--- config.mk ---
export PLATFORM = sky130hd
export DESIGN_NAME = sorted_priority_queue
export DESIGN_NICKNAME = d
export VERILOG_FILES = /design/src/design/spq_pkg.sv /design/src/design/spq_ctrl.sv /design/src/design/spq_datapath.sv /design/src/design/sorted_priority_queue.sv
export SDC_FILE = /design/constraint.sdc
export NUM_CORES = 2
export LEC_CHECK = 0
export ABC_CLOCK_PERIOD_IN_PS = 18900
export BUFFER_PORTS_ARGS = -buffer_cell sky130_fd_sc_hd__buf_2
export CELL_PAD_IN_SITES_DETAIL_PLACEMENT = 1
export CELL_PAD_IN_SITES_GLOBAL_PLACEMENT = 1
export CORE_UTILIZATION = 27
export DETAILED_ROUTE_END_ITERATION = 12
export MAX_ROUTING_LAYER = met4
export PLACE_DENSITY_LB_ADDON = 0.1
export SKIP_LAST_GASP = 1
export SLEW_MARGIN = 10
export SYNTH_ARGS = -nofsm -noshare
export SYNTH_HDL_FRONTEND = slang
export SYNTH_HIERARCHICAL = 1
export SYNTH_SLANG_ARGS = --single-unit
--- constraint.sdc ---
create_clock -name clk -period 18.9 [get_ports clk]
set_input_delay 0.945 -clock clk [delete_from_list [all_inputs] [get_ports clk]]
set_output_delay 0.945 -clock clk [all_outputs]
set_load 0.03 [all_outputs]
--- src/design/spq_pkg.sv ---
// ----------------------------------------------------------------------------
// spq_pkg
// Shared constants and types for the sorted priority queue.
// ----------------------------------------------------------------------------
`default_nettype none

package spq_pkg;

    // Default sizes
    localparam int DEPTH_DEF        = 16;
    localparam int KEY_BITS_DEF     = 32;
    localparam int PAYLOAD_BITS_DEF = 32;

    // Request opcodes
    localparam logic OP_INSERT = 1'b0;
    localparam logic OP_REMOVE = 1'b1;

    // Result status codes
    typedef enum logic [1:0] {
        STAT_OK    = 2'd0,
        STAT_FULL  = 2'd1,
        STAT_EMPTY = 2'd2
    } status_t;

    // Controller to datapath commands
    typedef struct packed {
        logic    load;       // capture the request
        logic    do_insert;  // shift cells open and write the new entry
        logic    do_remove;  // pop cell 0 and shift down
        logic    emit;       // register a result
        status_t result;     // status code of the result
    } spq_cmd_t;

    // Datapath to controller status
    typedef struct packed {
        logic op_remove;     // captured request is a remove
        logic full;
        logic empty;
    } spq_stat_t;

endpackage

`default_nettype wire

--- src/design/spq_ctrl.sv ---
// ----------------------------------------------------------------------------
// spq_ctrl
// Request sequencer: captures a request, then decides and issues the
// queue operation and its result status.
// ----------------------------------------------------------------------------
`default_nettype none

module spq_ctrl
    import spq_pkg::*;
(
    input  wire logic      clk,
    input  wire logic      rst_n,
    input  wire logic      start,
    output logic           busy,
    input  wire spq_stat_t dp_stat,
    output spq_cmd_t       cmd
);

    typedef enum logic [1:0] {
        ST_IDLE = 2'b01,
        ST_EXEC = 2'b10
    } state_t;

    state_t state_reg;
    state_t state_next;

    // Next state and command decode
    always_comb
    begin
        state_next    = state_reg;
        cmd           = '0;
        cmd.result    = STAT_OK;
        case (state_reg)
            ST_IDLE:
            begin
                if (start)
                begin
                    cmd.load   = 1'b1;
                    state_next = ST_EXEC;
                end
            end
            ST_EXEC:
            begin
                cmd.emit = 1'b1;
                if (dp_stat.op_remove)
                begin
                    if (dp_stat.empty)
                        cmd.result = STAT_EMPTY;
                    else
                        cmd.do_remove = 1'b1;
                end
                else
                begin
                    if (dp_stat.full)
                        cmd.result = STAT_FULL;
                    else
                        cmd.do_insert = 1'b1;
                end
                state_next = ST_IDLE;
            end
            default:
            begin
                state_next = ST_IDLE;
            end
        endcase
    end

    always_ff @(posedge clk or negedge rst_n)
    begin
        if (!rst_n)
            state_reg <= ST_IDLE;
        else
            state_reg <= state_next;
    end

    assign busy = (state_reg != ST_IDLE);

endmodule

`default_nettype wire

--- src/design/spq_datapath.sv ---
// ----------------------------------------------------------------------------
// spq_datapath
// Row of sorted key/payload cells with per-cell compare, the occupancy
// counter and the result registers.
// ----------------------------------------------------------------------------
`default_nettype none

module spq_datapath
    import spq_pkg::*;
#(
    parameter int DEPTH        = DEPTH_DEF,
    parameter int KEY_BITS     = KEY_BITS_DEF,
    parameter int PAYLOAD_BITS = PAYLOAD_BITS_DEF,
    localparam int CNT_W       = $clog2(DEPTH + 1)
)
(
    input  wire logic                    clk,
    input  wire logic                    rst_n,
    input  wire spq_cmd_t                cmd,
    output spq_stat_t                    dp_stat,
    input  wire logic                    opcode,
    input  wire logic [KEY_BITS-1:0]     entry_key,
    input  wire logic [PAYLOAD_BITS-1:0] entry_payload,
    output logic                         done,
    output logic                         removed_valid,
    output logic [KEY_BITS-1:0]          removed_key,
    output logic [PAYLOAD_BITS-1:0]      removed_payload,
    output logic [CNT_W-1:0]             stored_count,
    output logic                         is_empty,
    output logic [1:0]                   status
);

    // Captured request
    logic                    op_reg;
    logic [KEY_BITS-1:0]     new_key_reg;
    logic [PAYLOAD_BITS-1:0] new_pay_reg;

    // Cells, ascending key from cell 0
    logic [KEY_BITS-1:0]     key_reg [DEPTH];
    logic [KEY_BITS-1:0]     key_next [DEPTH];
    logic [PAYLOAD_BITS-1:0] pay_reg [DEPTH];
    logic [PAYLOAD_BITS-1:0] pay_next [DEPTH];
    logic [DEPTH-1:0]        le;

    logic [CNT_W-1:0] count_reg;
    logic [CNT_W-1:0] count_next;

    // Result registers
    logic                    done_reg;
    logic                    rvalid_reg;
    logic [KEY_BITS-1:0]     rkey_reg;
    logic [PAYLOAD_BITS-1:0] rpay_reg;
    logic [CNT_W-1:0]        rcount_reg;
    logic                    rempty_reg;
    status_t                 status_reg;

    // Request capture
    always_ff @(posedge clk)
    begin
        if (cmd.load)
        begin
            op_reg      <= opcode;
            new_key_reg <= entry_key;
            new_pay_reg <= entry_payload;
        end
    end

    // Per-cell compare: occupied and key <= new key (thermometer code)
    always_comb
    begin
        for (int i = 0; i < DEPTH; i++)
            le[i] = (CNT_W'(i) < count_reg) && (key_reg[i] <= new_key_reg);
    end

    // Cell next values
    always_comb
    begin
        for (int i = 0; i < DEPTH; i++)
        begin
            key_next[i] = key_reg[i];
            pay_next[i] = pay_reg[i];
        end
        if (cmd.do_insert)
        begin
            if (!le[0])
            begin
                key_next[0] = new_key_reg;
                pay_next[0] = new_pay_reg;
            end
            for (int i = 1; i < DEPTH; i++)
            begin
                if (!le[i])
                begin
                    if (le[i-1])
                    begin
                        key_next[i] = new_key_reg;
                        pay_next[i] = new_pay_reg;
                    end
                    else
                    begin
                        key_next[i] = key_reg[i-1];
                        pay_next[i] = pay_reg[i-1];
                    end
                end
            end
        end
        else if (cmd.do_remove)
        begin
            for (int i = 0; i < DEPTH - 1; i++)
            begin
                key_next[i] = key_reg[i+1];
                pay_next[i] = pay_reg[i+1];
            end
        end
    end

    always_ff @(posedge clk)
    begin
        for (int i = 0; i < DEPTH; i++)
        begin
            key_reg[i] <= key_next[i];
            pay_reg[i] <= pay_next[i];
        end
    end

    // Occupancy
    always_comb
    begin
        count_next = count_reg;
        if (cmd.do_insert)
            count_next = count_reg + CNT_W'(1);
        else if (cmd.do_remove)
            count_next = count_reg - CNT_W'(1);
    end

    always_ff @(posedge clk or negedge rst_n)
    begin
        if (!rst_n)
            count_reg <= '0;
        else
            count_reg <= count_next;
    end

    assign dp_stat.op_remove = (op_reg == OP_REMOVE);
    assign dp_stat.full      = (count_reg == CNT_W'(DEPTH));
    assign dp_stat.empty     = (count_reg == '0);

    // Result strobe
    always_ff @(posedge clk or negedge rst_n)
    begin
        if (!rst_n)
            done_reg <= 1'b0;
        else
            done_reg <= cmd.emit;
    end

    // Result fields
    always_ff @(posedge clk)
    begin
        if (cmd.emit)
        begin
            rvalid_reg <= cmd.do_remove;
            rkey_reg   <= cmd.do_remove ? key_reg[0] : '0;
            rpay_reg   <= cmd.do_remove ? pay_reg[0] : '0;
            rcount_reg <= count_next;
            rempty_reg <= (count_next == '0);
            status_reg <= cmd.result;
        end
    end

    assign done            = done_reg;
    assign removed_valid   = rvalid_reg;
    assign removed_key     = rkey_reg;
    assign removed_payload = rpay_reg;
    assign stored_count    = rcount_reg;
    assign is_empty        = rempty_reg;
    assign status          = status_reg;

endmodule

`default_nettype wire

--- src/design/sorted_priority_queue.sv ---
// ----------------------------------------------------------------------------
// sorted_priority_queue
// Bounded priority queue kept in ascending key order, stable among equal
// keys; insert and remove-least requests, one result per request.
// ----------------------------------------------------------------------------
//
//  Channel   Handshake               Signals
//  --------  ----------------------  -----------------------------------------
//  request   start & !busy           opcode, entry_key, entry_payload
//  result    done (one-cycle strobe) removed_valid, removed_key,
//                                    removed_payload, stored_count,
//                                    is_empty, status
//
//  A request is a capture, then one compare-and-shift of all cells in
//  parallel; done rises in the cycle after the shift and busy falls in
//  that same cycle, so a new request can start then.
//  Reset clears the controller, occupancy and the result strobe; cell
//  contents are not reset. The receiver cannot stall: each result is
//  valid for the single cycle that done is high.
//
`default_nettype none

module sorted_priority_queue
    import spq_pkg::*;
#(
    parameter int DEPTH        = DEPTH_DEF,
    parameter int KEY_BITS     = KEY_BITS_DEF,
    parameter int PAYLOAD_BITS = PAYLOAD_BITS_DEF,
    localparam int CNT_W       = $clog2(DEPTH + 1)
)
(
    input  wire logic                    clk,
    input  wire logic                    rst_n,
    input  wire logic                    start,
    output logic                         busy,
    input  wire logic                    opcode,
    input  wire logic [KEY_BITS-1:0]     entry_key,
    input  wire logic [PAYLOAD_BITS-1:0] entry_payload,
    output logic                         done,
    output logic                         removed_valid,
    output logic [KEY_BITS-1:0]          removed_key,
    output logic [PAYLOAD_BITS-1:0]      removed_payload,
    output logic [CNT_W-1:0]             stored_count,
    output logic                         is_empty,
    output logic [1:0]                   status
);

    spq_cmd_t  cmd;
    spq_stat_t dp_stat;

    // Sequencer
    spq_ctrl u_ctrl (
        .clk     (clk),
        .rst_n   (rst_n),
        .start   (start),
        .busy    (busy),
        .dp_stat (dp_stat),
        .cmd     (cmd)
    );

    // Cells and result registers
    spq_datapath #(
        .DEPTH        (DEPTH),
        .KEY_BITS     (KEY_BITS),
        .PAYLOAD_BITS (PAYLOAD_BITS)
    ) u_datapath (
        .clk             (clk),
        .rst_n           (rst_n),
        .cmd             (cmd),
        .dp_stat         (dp_stat),
        .opcode          (opcode),
        .entry_key       (entry_key),
        .entry_payload   (entry_payload),
        .done            (done),
        .removed_valid   (removed_valid),
        .removed_key     (removed_key),
        .removed_payload (removed_payload),
        .stored_count    (stored_count),
        .is_empty        (is_empty),
        .status          (status)
    );

endmodule

`default_nettype wire

==> reports/results.ini <==
[yosys]
yosysMostFrequentCell = nand2_1
seq_area_frac_synth_pct = 47.26
async_flop_share_pct = 0.6838
synth_area_leaders = edfxtp_1 47%, nand2_1 9.3%, o221ai_1 9.1%
synth_area_um2 = 74260
yosysUniqueCellTypes = 71
yosys_warnings = 6
syn_nets = 8088
synth_top_cell_area_share_pct = 46.99
syn_avg_cell_area_um2 = 9.896
yosys.area.top_type = edfxtp_1
ys_top_cells_by_count = 1,841 x nand2_1, 1,162 x edfxtp_1, 818 x nand2b_1
syn_inst = 7504
synth_seq_cells = 1170
synth_edf_count = 1162
ys.flop_type = edfxtp_1

[worst_setup_path]
crit_family = buffers and inverters
reg2reg_depth = 13
slowest_stage = buf_4
crit_path_end_kind = register
path_buf_inv = 7
required_ns = 19.53
critPathLaunchType = register
cp_cell_sequence = inv_1 > ha_1 > and3_1 > nor4b_4 > buf_4 > buf_4 > buf_4 > buf_4 > buf_4 > buf_4 > and2_1 > nand2_1 > o221ai_1
crit_type = reg2reg
crit_top_cell = buf_4
critical_path_depth = 13
cp_max_fo = 106
worst_ep_arrival_time_ns = 7.80
cp_slowest_stage_delay_ns = 0.83

[grt]
grt_pass1_wl_mm = 444.9
grt_max_degree = 244
grt_usage_pct = 22.12
grt_antenna_before_repair = 9
grt_pass1_vias = 60510
grt_overflow = 0

[clock_tree]
clk_pin_slew_worst_paths_ns = 0.06
cts_setup_buffers = 0
clk_latency_ns = 0.85
ctsHtreeMaxLevel = 4
cts_buffer_depth = 4
clkSinkCount = 1170
clockRootBuffer = clkbuf_16
cts_tree = done
cts_buffers = 169

[run_status]
outcome = complete, no violations

[finish]
syn_to_final_growth_pct = 11.96
post-route-util_pct = 30.39
fin_nets = 7904
final_area_um2 = 83140
drive_above_1_share_pct = 8.421
num-fill-cells = 30590

[sta]
finalClockSkew_ns = 0.04048
slew_headroom_pct = 19.26
finalHoldViolCount = 0
fin_crit_sh_pct = 37.96
fin_crit_ns = 7.174
rsz0062_at_grt = false
maxSlewViolCount = 0
worstMarginPinSlew_ns = 1.211
setup_violations = 0
fin_tns_setup_ns = 0
fmax_ghz = 0.1394
timing.final.ws_setup_ns = 11.73

[detailed_routing]
antenna_left = 0
drt_iter0_drc = 5248
firstDrtPassIters = 5
via_per_inst = 5.414
wl_mm = 304.8
wl_per_cell_um = 27.64
drc = 0
vias = 59690

[job]
cap_violations = 0

[pwr]
ir_drop_uv = 87.62
p_per_area_nw_per_um2 = 98.79
p_leak_nw = 27.30
total_power_mw = 8.214

[floorplan]
die_y_um = 526.4
die_area_um2 = 277100
io_pins = 143
die_w_um = 526.4
core_area_um2 = 273600
rows = 192
start_util_pct = 27.14

[place]
place_hpwl_mm = 217.2
dpl_worst_slack_ns = 11.86
place.gp.congestion = 0.8312
port-buffer-count = 142
dpl_cell_area_um2 = 78400

[min_path]
holdPathStages = 1
hold_class = in2reg

==> report_power, final <==
| group | switching, mW | internal (mW) |
|---|---|---|
| logic | 1.66 | 0.445 |
| registers | 0.150 | 3.06 |
| clock network | 1.25 | 1.65 |
| total | 3.06 | 5.16 |
==> layer usage <==
metal | wire (um) | track usage [%]
met1 | 163600 | 34.72
met2 | 118700 | 29.44
met3 | 16470 | 2.793
met4 | 5946 | 4.635
met5 | 0 | -
==> kinds of logic (layout without fill, tap and decap cells) <==
kind of cell               count (synthesis)  count (layout)  synth area share, %
adders and majority gates                516             516                8.694
xor gates and xnor gates                   4               4              0.04719
AOI/OAI and AO/OA                       1682            1682                18.10
and+or+nand+nor                         3310            3310                21.41
DFF                                     1170            1170                47.26
other                                      0              14                    0
buffers and inverters                    822             740                4.487
==> timing repair <==
action / in CTS / in global routing
resized for setup: 0 / 0
hold buffers: 1 / 0
hold endpoints to repair: 7 / 0
==> final timing paths <==
path	start	end	slack, ns
min reg2reg	u_datapath/pay_reg[1][237]	u_datapath/pay_reg[1][205]	0.54
min	entry_payload[13]	u_datapath/new_pay_reg[13]	0.27
max reg2reg	u_datapath/count_reg[1]	u_datapath/key_reg[0][52]	11.73
min in group asynchronous	rst_n	u_datapath/done	0.55
max	u_datapath/count_reg[1]	u_datapath/key_reg[0][52]	11.73
max in group asynchronous	rst_n	u_ctrl/state_reg[0]	18.01
==> placed cells by master, fill, tap and decap left out, drive strengths merged, types with 5 or more instances in the layout <==
cell type and instances:
a2111o 8, a2111oi 7, a211o 13, a21o 31
a21oi 193, a221o 70, a221oi 34, a31oi 88
and2 206, buf 294, clkbuf 228, clkinv 41
dfrtp 7, diode 14, edfxtp 1162, ha 516
inv 174, nand2 1841, nand2b 818, nand3 53
nand4 121, nor2 104, nor2b 81, nor3 18
nor4 28, o2111ai 64, o211ai 46, o21a 7
o21ai 189, o221ai 833, o22ai 16, o311a 5
o311ai 65, or2 17
==> final cells by class <==
cell class	count	area, um2	area share, %
multi-input cells	5512	36290	43.65
flip-flops and latches	1170	35090	42.21
well taps	3589	4491	5.401
clock buffers	228	4481	5.389
repair buffers	295	1887	2.269
inverters	172	645.6	0.7765
clock inverters	45	221.5	0.2664
diodes	14	35.03	0.04214
==> per-stage QoR <==
| stage | std cells | hold WS (ns) |
|---|---|---|
| 2_1_floorplan | 7504 | 0.4825 |
| 3_3_place_gp | 10740 | 0.5115 |
| 3_5_place_dp | 10740 | 0.5268 |
| 4_1_cts | 11010 | 0.1973 |
| 5_1_grt | 11010 | 0.2358 |
| 6_report | 11030 | 0.2718 |
Power figures use the tool's default switching activity.
